**src/design/tsvd_pkg.sv**
```systemverilog
// Package for the tab-separated text deframer with backslash escapes.
// Holds the item types, the result kind and error codes, and the character constants.
// No dependencies.
package tsvd_pkg;

  typedef enum logic [1:0] {
    KIND_DATA       = 2'd0,
    KIND_FIELD_END  = 2'd1,
    KIND_RECORD_END = 2'd2,
    KIND_ERROR      = 2'd3
  } kind_e;

  localparam logic OP_DATA = 1'b0;
  localparam logic OP_END  = 1'b1;

  localparam logic ERR_INCOMPLETE = 1'b0;
  localparam logic ERR_INVALID    = 1'b1;

  localparam logic [7:0] CH_LF        = 8'h0A;
  localparam logic [7:0] CH_TAB       = 8'h09;
  localparam logic [7:0] CH_CR        = 8'h0D;
  localparam logic [7:0] CH_BACKSLASH = 8'h5C;
  localparam logic [7:0] CH_N         = 8'h6E;
  localparam logic [7:0] CH_T         = 8'h74;
  localparam logic [7:0] CH_R         = 8'h72;

  typedef struct packed {
    logic       op;
    logic [7:0] data_byte;
  } in_item_t;

  typedef struct packed {
    kind_e        kind;
    logic [7:0]   out_byte;
    logic [15:0]  field_length;
    logic [7:0]   field_index;
    logic [31:0]  record_number;
    logic         error_code;
  } out_item_t;

endpackage

```
**src/design/tsvd_core.sv**
```systemverilog
// Decode step of the deframer: record, field and escape state plus the
// per-byte decision. Depends on tsvd_pkg.
module tsvd_core import tsvd_pkg::*; #(
  parameter longint unsigned FIELD_LEN_MAX   = 65535,
  parameter int unsigned     FIELD_INDEX_MAX = 255
) (
  input  logic      clk_i,
  input  logic      rst_ni,
  input  logic      step_i,
  input  logic      escape_enable_i,
  input  in_item_t  item_i,
  output logic      emit_o,
  output out_item_t result_o
);

  localparam int LEN_W  = $clog2(FIELD_LEN_MAX + 64'd1);
  localparam int IDX_W  = $clog2(FIELD_INDEX_MAX + 1);
  localparam int LEN_XW = (LEN_W > 16) ? LEN_W : 16;
  localparam int IDX_XW = (IDX_W > 8) ? IDX_W : 8;
  localparam logic [LEN_W-1:0] LenMax = LEN_W'(FIELD_LEN_MAX);
  localparam logic [IDX_W-1:0] IdxMax = IDX_W'(FIELD_INDEX_MAX);

  logic             in_rec_q, in_rec_d;
  logic             esc_q, esc_d;
  logic [LEN_W-1:0] len_q, len_d;
  logic [IDX_W-1:0] idx_q, idx_d;
  logic [31:0]      rec_q, rec_d;

  logic             start;
  logic [LEN_W-1:0] len_v;
  logic [IDX_W-1:0] idx_v;
  logic [31:0]      rec_v;
  logic [LEN_W-1:0] len_inc;
  logic [LEN_XW-1:0] len_ext;
  logic [IDX_XW-1:0] idx_ext;
  logic             data_hit;
  logic [7:0]       data_val;

  assign start   = (item_i.op == OP_DATA) && !in_rec_q;
  assign len_v   = start ? '0 : len_q;
  assign idx_v   = start ? '0 : idx_q;
  assign rec_v   = start ? rec_q + 32'd1 : rec_q;
  assign len_inc = (len_v < LenMax) ? len_v + LEN_W'(1) : len_v;
  assign len_ext = LEN_XW'(len_v);
  assign idx_ext = IDX_XW'(idx_v);

  always_comb begin
    in_rec_d = in_rec_q;
    esc_d    = esc_q;
    len_d    = len_q;
    idx_d    = idx_q;
    rec_d    = rec_q;
    emit_o   = 1'b0;
    data_hit = 1'b0;
    data_val = item_i.data_byte;
    result_o = '0;
    result_o.field_index   = idx_ext[7:0];
    result_o.record_number = rec_v;

    if (item_i.op == OP_END) begin
      if (in_rec_q) begin
        in_rec_d = 1'b0;
        emit_o   = 1'b1;
        if (esc_q) begin
          esc_d               = 1'b0;
          result_o.kind       = KIND_ERROR;
          result_o.error_code = ERR_INCOMPLETE;
        end else begin
          result_o.kind         = KIND_RECORD_END;
          result_o.field_length = len_ext[15:0];
        end
      end
    end else begin
      in_rec_d = 1'b1;
      rec_d    = rec_v;
      len_d    = len_v;
      idx_d    = idx_v;
      if (esc_q) begin
        esc_d = 1'b0;
        unique case (item_i.data_byte)
          CH_N:         begin data_hit = 1'b1; data_val = CH_LF;        end
          CH_T:         begin data_hit = 1'b1; data_val = CH_TAB;       end
          CH_R:         begin data_hit = 1'b1; data_val = CH_CR;        end
          CH_BACKSLASH: begin data_hit = 1'b1; data_val = CH_BACKSLASH; end
          default: begin
            emit_o              = 1'b1;
            result_o.kind       = KIND_ERROR;
            result_o.error_code = ERR_INVALID;
          end
        endcase
      end else begin
        unique case (item_i.data_byte)
          CH_BACKSLASH: begin
            if (escape_enable_i) begin
              esc_d = 1'b1;
            end else begin
              data_hit = 1'b1;
            end
          end
          CH_CR: begin
          end
          CH_TAB: begin
            emit_o                = 1'b1;
            result_o.kind         = KIND_FIELD_END;
            result_o.field_length = len_ext[15:0];
            len_d                 = '0;
            idx_d                 = (idx_v < IdxMax) ? idx_v + IDX_W'(1) : idx_v;
          end
          CH_LF: begin
            emit_o                = 1'b1;
            result_o.kind         = KIND_RECORD_END;
            result_o.field_length = len_ext[15:0];
            in_rec_d              = 1'b0;
          end
          default: begin
            data_hit = 1'b1;
          end
        endcase
      end
      if (data_hit) begin
        emit_o            = 1'b1;
        result_o.kind     = KIND_DATA;
        result_o.out_byte = data_val;
        len_d             = len_inc;
      end
    end
  end

  always_ff @(posedge clk_i or negedge rst_ni) begin
    if (!rst_ni) begin
      in_rec_q <= 1'b0;
      esc_q    <= 1'b0;
      len_q    <= '0;
      idx_q    <= '0;
      rec_q    <= '0;
    end else if (step_i) begin
      in_rec_q <= in_rec_d;
      esc_q    <= esc_d;
      len_q    <= len_d;
      idx_q    <= idx_d;
      rec_q    <= rec_d;
    end
  end

endmodule

```
**src/design/tsv_escape_field_deframer.sv**
```systemverilog
// Top level of the tab-separated text deframer with backslash escapes.
// Input register, tsvd_core decode step and result register. Depends on tsvd_pkg, tsvd_core.
//
// One byte (or end-of-input mark) is taken per transfer, one per clock cycle when the
// result side does not stall. A transfer is registered in the input register, decoded
// against the record and escape state, and its result (if any) is loaded into the result
// register once the result side does not stall. The state update in the decode step
// sets the rate of one byte per cycle while the result side does not stall. Tab ends a
// field, newline ends field and record, carriage return is dropped; with escape_enable set,
// backslash-n/t/r/backslash decode to LF, TAB, CR or backslash; any other escape yields an
// error result. An escape left open at end of input yields an incomplete-escape error.
// Write the escape_enable register only while no transfer is in flight.
module tsv_escape_field_deframer import tsvd_pkg::*; #(
  parameter longint unsigned FIELD_LEN_MAX   = 65535,
  parameter int unsigned     FIELD_INDEX_MAX = 255
) (
  input  logic      clk_i,
  input  logic      rst_ni,
  input  logic      cfg_we_i,
  input  logic      cfg_wdata_i,
  input  logic      in_valid_i,
  output logic      in_stall_o,
  input  in_item_t  in_item_i,
  output logic      out_valid_o,
  input  logic      out_stall_i,
  output out_item_t out_item_o
);

  logic      esc_en_q;
  logic      in_valid_q;
  in_item_t  in_item_q;
  logic      out_valid_q;
  out_item_t out_item_q;
  logic      adv;
  logic      step;
  logic      emit;
  out_item_t result;

  assign adv        = !out_valid_q || !out_stall_i;
  assign step       = in_valid_q && adv;
  assign in_stall_o = in_valid_q && !adv;

  tsvd_core #(
    .FIELD_LEN_MAX  (FIELD_LEN_MAX),
    .FIELD_INDEX_MAX(FIELD_INDEX_MAX)
  ) u_core (
    .clk_i          (clk_i),
    .rst_ni         (rst_ni),
    .step_i         (step),
    .escape_enable_i(esc_en_q),
    .item_i         (in_item_q),
    .emit_o         (emit),
    .result_o       (result)
  );

  always_ff @(posedge clk_i or negedge rst_ni) begin
    if (!rst_ni) begin
      esc_en_q    <= 1'b1;
      in_valid_q  <= 1'b0;
      out_valid_q <= 1'b0;
    end else begin
      if (cfg_we_i) begin
        esc_en_q <= cfg_wdata_i;
      end
      if (!in_stall_o) begin
        in_valid_q <= in_valid_i;
      end
      if (adv) begin
        out_valid_q <= step && emit;
      end
    end
  end

  always_ff @(posedge clk_i) begin
    if (in_valid_i && !in_stall_o) begin
      in_item_q <= in_item_i;
    end
    if (step && emit) begin
      out_item_q <= result;
    end
  end

  assign out_valid_o = out_valid_q;
  assign out_item_o  = out_item_q;

endmodule

```
**config.mk**
```make
export PLATFORM = sky130hd
export DESIGN_NAME = tsv_escape_field_deframer
export DESIGN_NICKNAME = d
export VERILOG_FILES = /design/src/design/tsvd_pkg.sv /design/src/design/tsvd_core.sv /design/src/design/tsv_escape_field_deframer.sv
export SDC_FILE = /design/constraint.sdc
export NUM_CORES = 1
export LEC_CHECK = 0
export CAP_MARGIN = 0
export CORE_ASPECT_RATIO = 0.7
export CORE_MARGIN = 10
export CORE_UTILIZATION = 60
export CTS_CLUSTER_SIZE = 40
export DETAILED_ROUTE_END_ITERATION = 10
export DONT_BUFFER_PORTS = 1
export PLACE_DENSITY = 0.76
export SYNTH_ARGS = -nofsm -noshare
export SYNTH_HDL_FRONTEND = slang
export SYNTH_SLANG_ARGS = --single-unit
```
**constraint.sdc**
```tcl
create_clock -name clk_i -period 6.65 [get_ports clk_i]
set_clock_uncertainty 0.1 [all_clocks]
set_input_delay 0.665 -clock clk_i [delete_from_list [all_inputs] [get_ports clk_i]]
set_output_delay 0.665 -clock clk_i [all_outputs]
set_load 0.03 [all_outputs]
```
# After elaboration in Yosys (flattened, before gate mapping)
# Index checks and enable logic that the tools add are counted.
[word_totals]
register_bits = 137
latchBits = 0
mem_bits_rw = 0
romBits = 0
input_bits = 15
output_inout_bits = 69
elab_cells = 93
memories = 0
[classes]
addsub = 3
n_mul = 0
n_div = 0
n_lt_le_gt_ge = 2
n_eq_ne = 8
shifts = 0
mux = 43
n_bitwise = 3
n_reduce_logical = 18
[ops]
columns = ["cell", "count"]
rows = [
  ["16-bit 2-to-1 mux", 10],
  ["8-bit 2-to-1 mux", 5],
  ["32-bit by 1-bit adder with 32-bit output (second input constant)", 1],
  ["8-bit by 7-bit equality test with 1-bit output (second input constant)", 4],
  ["32-bit 2-to-1 mux", 1],
  ["8-bit case mux with 4 select lines", 1],
  ["8-bit by 4-bit equality test with 1-bit output (second input constant)", 3],
  ["1-bit 2-to-1 mux", 19],
  ["16-bit by 1-bit adder with 16-bit output (second input constant)", 1],
  ["16-bit < comparator (second input constant)", 1],
  ["10-bit 2-to-1 mux", 1],
  ["8-bit by 1-bit adder with 8-bit output (second input constant)", 1],
  ["8-bit < comparator (second input constant)", 1],
  ["2-bit 2-to-1 mux", 4],
  ["2-bit OR reduction", 3],
  ["1-bit logical AND", 5],
  ["1-bit logical NOT", 5],
  ["2-bit case mux with 2 select lines", 1],
  ["2-bit AND reduction", 2],
  ["4-bit OR reduction", 1],
  ["1-bit inverter", 3],
  ["3-bit OR reduction", 1],
  ["2-bit by 1-bit != test with 1-bit output (second input constant)", 1],
  ["1-bit case mux with 2 select lines", 1],
  ["1-bit logical OR", 1],
]

# Depth between registers and ports, before layout
[depth]
word_depth = 8
depth_mapped = 14
ltp_nobuf = 9

# Modules after synthesis
# From an unflattened synthesis, not the netlist that was laid out.
[hier_totals]
hier_cells = 571
area_unflattened_um2 = 6418.7
[modules_own_cells]
columns = ["mod", "instances", "cells_per_inst", "area_each_um2", "seq_area_each_um2"]
rows = [
  ["tsvd_core", 1, 482, 4000.1, 1451.4],
  ["tsv_escape_field_deframer", 1, 89, 2418.6, 2358.5],
]

# Worst setup path after synthesis
# Ideal clock, no wire load.
[synth_timing]
kind = "reg2reg"
startpoint = "register in_item_q[5] (netlist name)"
endpoint = "register out_item_q (netlist bit out_item_o[0]) (enable)"
setup_ps = 516
arrival_ps = 4538
t_required_ps = 6034
setup_slack_ps = 1496
path_stages_with_launch = 5
n_path_buf = 0
synth_period_minus_slack_ps = 5154
cell_sequence = "edfxtp_1 -> or3b_1 -> nor4_4 -> a21oi_1 -> a21oi_1"
[synth_via]
elab_chain_len = 8
elab_cells_between_ends = 20
classes_between = "7 x eq/ne; 9 x mux; 4 x reduce/logical"
[synth_lines]
columns = ["element", "line", "text"]
rows = [
  ["from (decl)", "tsv_escape_field_deframer.sv:31", "in_item_t in_item_q;"],
  ["from (signal assigned)", "tsv_escape_field_deframer.sv:76", "in_item_q <= in_item_i;"],
  ["8-bit by 4-bit equality test with 1-bit output, or another cell as far along", "tsvd_core.sv:92", "unique case (item_i.data_byte)"],
  ["3-bit OR reduction (no line) / 4-bit OR reduction (equally long branches)", "-", ""],
  ["1-bit case mux with 2 select lines / 1-bit 2-to-1 mux (equally long branches)", "tsvd_core.sv:92, tsvd_core.sv:80", ""],
  ["1-bit 2-to-1 mux", "tsvd_core.sv:78", "if (esc_q) begin"],
  ["1-bit 2-to-1 mux", "tsvd_core.sv:60", "if (item_i.op == OP_END) begin"],
  ["1-bit 2-to-1 mux (*)", "tsvd_core.sv:120", "if (data_hit) begin"],
  ["1-bit 2-to-1 mux (*)", "tsvd_core.sv:60", ""],
  ["1-bit logical AND (*)", "tsv_escape_field_deframer.sv:78", "if (step && emit) begin"],
  ["to (signal assigned)", "tsv_escape_field_deframer.sv:79", "out_item_q <= result;"],
  ["to (decl)", "tsv_escape_field_deframer.sv:33", "out_item_t out_item_q;"],
]
# Every way passes the cells marked *; elsewhere a longest branch is shown, timed or not. The select of a mux whose other input is x is not followed.
# A chain may end at the register's enable or synchronous reset.

# Worst setup path in the final report
[layout_timing]
startpoint = "register u_core.in_rec_q"
endpoint = "register u_core.len_q[1]"
[layout_via]
elab_chain_len = 6
elab_cells_between_ends = 9
classes_between = "1 x add/sub; 1 x order compare; 5 x mux; 2 x reduce/logical"
[layout_lines]
columns = ["element", "line", "text"]
rows = [
  ["from (decl)", "tsvd_core.sv:23", "logic in_rec_q, in_rec_d;"],
  ["from (signal assigned)", "tsvd_core.sv:137", "in_rec_q <= in_rec_d;"],
  ["1-bit logical NOT (*)", "tsvd_core.sv:39", "assign start = (item_i.op == OP_DATA) && !in_rec_q;"],
  ["1-bit logical AND (*)", "tsvd_core.sv:39", ""],
  ["16-bit 2-to-1 mux (*)", "tsvd_core.sv:40", "assign len_v = start ? '0 : len_q;"],
  ["16-bit by 1-bit adder with 16-bit output, or another cell as far along", "tsvd_core.sv:43", "assign len_inc = (len_v < LenMax) ? len_v + LEN_W'(1) : len_v;"],
  ["16-bit 2-to-1 mux (on tied branches)", "tsvd_core.sv:43, tsvd_core.sv:78", ""],
  ["16-bit 2-to-1 mux (*)", "tsvd_core.sv:120", ""],
  ["to (signal assigned)", "tsvd_core.sv:139", "len_q <= len_d;"],
  ["to (decl)", "tsvd_core.sv:25", "logic [LEN_W-1:0] len_q, len_d;"],
]
# Every way passes the cells marked *; elsewhere a longest branch is shown, timed or not.

==> impl_metrics.prom <==
# TYPE chip_impl_metric gauge
chip_impl_info{name="status",value="complete, no violations"} 1
chip_impl_metric{name="pwr_density_cell",unit="nW/um2"} 331.7
chip_impl_metric{name="gr_ovfl_total",unit=""} 0
chip_impl_metric{name="final_nets",unit=""} 565
chip_impl_metric{name="clockBufferDepth",unit=""} 2
chip_impl_metric{name="worst_setup_hold_path_clk_slew",unit="ns"} 0.06
chip_impl_metric{name="die_y_extent",unit="um"} 106.8
chip_impl_info{name="cp-start-kind",value="register"} 1
chip_impl_metric{name="max-vdd-ir-drop",unit="uV"} 208.1
chip_impl_metric{name="synthesis.instances",unit=""} 552
chip_impl_metric{name="area_growth",unit="%"} 10.64
chip_impl_metric{name="report.final.hold_viol_count",unit=""} 0
chip_impl_metric{name="rr_worst_depth",unit=""} 9
chip_impl_metric{name="required_time_at_the_endpoint_of_the_critical_path",unit="ns"} 6.85
chip_impl_metric{name="design.core.area",unit="um2"} 10430
chip_impl_metric{name="detailedRoute.firstIterationViolations",unit=""} 490
chip_impl_metric{name="finish.instance_area",unit="um2"} 7142
chip_impl_metric{name="cts-resized-gates",unit=""} 0
chip_impl_metric{name="synth_sequential_area_ratio",unit="%"} 59.02
chip_impl_info{name="crit_path_top_delay_cell",value="or2_1"} 1
chip_impl_metric{name="routed-via-count",unit=""} 4248
chip_impl_info{name="endpoint_kind",value="register"} 1
chip_impl_metric{name="mapped_avg_cell_area",unit="um2"} 11.69
chip_impl_metric{name="number_of_flops_mapped_to_enable_cells_by_yosys",unit=""} 76
chip_impl_metric{name="placed_cell_area",unit="um2"} 6509
chip_impl_metric{name="mapped_cell_area",unit="um2"} 6455
chip_impl_metric{name="setup-tns-final",unit="ns"} 0
chip_impl_metric{name="worstSkewPairLatency",unit="ns"} 0.42
chip_impl_metric{name="crit_arrival",unit="ns"} 3.76
chip_impl_metric{name="placement_rows",unit=""} 31
chip_impl_info{name="crit_path_cell_trace",value="or2_1 -> and2_1 -> ha_1 -> and4_1 -> nand4_1 -> or4_1 -> nand3_2 -> nor2_2 -> a32o_1"} 1
chip_impl_info{name="yosys_most_used_dff",value="edfxtp_1"} 1
chip_impl_metric{name="final.setup.worst_slack",unit="ns"} 3.095
chip_impl_metric{name="tritoncts_sink_count",unit=""} 137
chip_impl_metric{name="whs",unit="ns"} 0.01792
chip_impl_info{name="clk_root_buffer_cell",value="clkbuf_16"} 1
chip_impl_metric{name="chipWidth",unit="um"} 144.0
chip_impl_info{name="worstSetupStartpoint",value="u_core.in_rec_q$_DFFE_PN0P_"} 1
chip_impl_info{name="capture_point_of_the_critical_path",value="u_core.len_q[1]$_DFFE_PN0P_"} 1
chip_impl_info{name="hold_path.class",value="primary input to asynchronous set/reset pin"} 1
chip_impl_metric{name="post-route-util",unit="%"} 68.45
chip_impl_metric{name="timing.slew.headroom",unit="%"} 31.42
chip_impl_metric{name="timing.final.crit_period",unit="ns"} 3.555
chip_impl_info{name="r2r_start",value="u_core.in_rec_q$_DFFE_PN0P_"} 1
chip_impl_metric{name="synth_cell_type_count",unit=""} 67
chip_impl_metric{name="fill_cells",unit=""} 752
chip_impl_metric{name="routed_wirelength",unit="um"} 13320
chip_impl_metric{name="antennaDiodeCount",unit=""} 0
chip_impl_metric{name="post_drt_via_cell_ratio",unit=""} 6.139
chip_impl_metric{name="port_buffers",unit=""} 0
chip_impl_metric{name="finalCritPeriodShare",unit="%"} 53.45
chip_impl_info{name="setup_repair_after_global_routing_missed_its_margin",value="false"} 1
chip_impl_metric{name="rrSetupSlack",unit="ns"} 3.10
chip_impl_metric{name="setup_viol",unit=""} 0
chip_impl_metric{name="pre_cts_slack",unit="ns"} 3.167
chip_impl_metric{name="tightestPinTransition",unit="ns"} 1.029
chip_impl_metric{name="globalplace.congestion",unit=""} 0.8549
chip_impl_metric{name="place_hpwl",unit="um"} 8722
chip_impl_metric{name="grt_max_degree",unit=""} 62
chip_impl_metric{name="design.portCount",unit=""} 84
chip_impl_metric{name="max_freq",unit="MHz"} 281.3
chip_impl_metric{name="cp_max_fo",unit=""} 25
chip_impl_metric{name="timing.critical_path.slowest_cell_delay",unit="ns"} 0.70
chip_impl_metric{name="htree_num_levels",unit=""} 4
chip_impl_metric{name="route.detailed.drc",unit=""} 0
chip_impl_metric{name="synthArstFlopShare",unit="%"} 44.53
chip_impl_metric{name="die-area",unit="um2"} 15370
chip_impl_metric{name="grt_pass1_vias",unit=""} 4104
chip_impl_metric{name="synth_nets",unit=""} 570
chip_impl_metric{name="final_antenna_net_count",unit=""} 0
chip_impl_metric{name="maxSlewViolCount",unit=""} 0
chip_impl_metric{name="drv.max_cap_violation_count",unit=""} 0
chip_impl_info{name="cts_tree",value="done"} 1
chip_impl_info{name="mostFrequentLayoutCells",value="edfxtp_1 (76), dfrtp_1 (60), nand2_1 (57)"} 1
chip_impl_metric{name="ys_warn_count",unit=""} 0
chip_impl_metric{name="start_util",unit="%"} 61.87
chip_impl_metric{name="total_leakage_power",unit="nW"} 2.812
chip_impl_metric{name="antenna_found_initial",unit=""} 1
chip_impl_metric{name="wl_per_cell",unit="um"} 19.24
chip_impl_info{name="mostFrequentLayoutCell",value="edfxtp_1"} 1
chip_impl_metric{name="globalRouteTotalUtil",unit="%"} 17.96
chip_impl_metric{name="detailedRoute.firstPassIterationCount",unit=""} 7
chip_impl_info{name="critical_path.reg2reg.endpoint",value="u_core.len_q[1]$_DFFE_PN0P_"} 1
chip_impl_metric{name="flip_flop_and_latch_count_after_synthesis",unit=""} 137
chip_impl_metric{name="final_layout_size_suffix_gt1_share",unit="%"} 9.821
chip_impl_info{name="worst-setup-path-type",value="register to register"} 1
chip_impl_metric{name="cts_buffers",unit=""} 17
chip_impl_metric{name="grt_pass1_wl",unit="um"} 21740
[synthesized netlist by cell type, drive strengths merged, types with 12 or more instances]
library cell	number	area, um2
nor2	39	156.4
nand4	22	150.1
nand3	34	180.2
buf	15	92.59
nand2	58	220.2
xor2	30	262.8
clkbuf	12	45.04
edfxtp	76	2282
xnor2	39	341.6
nor3	12	81.33
a21oi	12	60.06
o21ai	13	65.06
and3	12	75.07
and2	29	181.4
dfrtp	60	1501
[cell type report]
type                            count  area [um2]  share of cell area, %
Clock inverter                     12       148.9                  2.085
Inverter                            7       26.28                 0.3679
Clock buffer                       20       456.7                  6.395
Tap cell                          132       165.2                  2.313
Timing Repair Buffer                3       42.54                 0.5957
Multi-Input combinational cell    381        2492                  34.90
Sequential cell                   137        3810                  53.35
[how the worst min path moves through the flow]
stage	start	end	slack [ns]	cells after the start
floorplan	rst_ni	in_valid_q$_DFFE_PN0N_	0.27	0
global placement	rst_ni	u_core.rec_q[28]$_DFFE_PN0P_	0.27	0
detailed placement	rst_ni	u_core.rec_q[28]$_DFFE_PN0P_	0.27	0
CTS	rst_ni	u_core.rec_q[26]$_DFFE_PN0P_	0.03	1
global route	rst_ni	u_core.rec_q[26]$_DFFE_PN0P_	0.02	1
finish	rst_ni	u_core.rec_q[26]$_DFFE_PN0P_	0.02	1
[cells by family after synthesis]
kind of cell	synth area share, %
and+or+nand+nor	21.32
muxes	0.8141
adders and majority gates	0.5816
AOI/OAI and AO/OA	6.358
buffers and inverters	2.539
DFF	59.02
xor gates and xnor gates	9.362
[sequential cells by signal (all words and copies together), names as in the netlist]
signal           count
u_core.len_q        16
u_core.rec_q        32
out_valid_o          1
u_core.in_rec_q      1
u_core.esc_q         1
esc_en_q             1
out_item_o          67
in_valid_q           1
in_item_q            9
u_core.idx_q         8
[power by group]
part / switching (mW) / internal, mW / total [mW]
Clock: 0.355 / 0.607 / 0.963
Combinational: 0.127 / 0.0705 / 0.197
Sequential: 0.193 / 1.02 / 1.21
Total: 0.675 / 1.69 / 2.37
[metal layers]
layer | track usage [%] | up-vias | wire (um)
met5 | 0 | - | 7
met4 | 6.831 | 2 | 143
met3 | 6.129 | 14 | 981
met2 | 25.35 | 147 | 5884
met1 | 24.99 | 2106 | 6299
li1 | - | 1979 | -
[per-stage QoR]
step                cells  power (mW)
floorplan             552       1.351
global placement      659       1.399
global route          692       2.457
detailed placement    659       1.413
finish                692       2.369
CTS                   692       2.379
[repair_timing]
action | CTS | global route
hold buffers | 1 | 0
buffers inserted | 0 | 0
hold endpoints to repair | 61 | 0
[critical path, delay by kind of cell (launching register included)]
family	cells	cell delay (ns)
and+or+nand+nor	7	2.25
adders and majority gates	1	0.19
AOI/OAI and AO/OA	1	0.27
DFF	1	0.61
(Power assumes the default switching activity.)
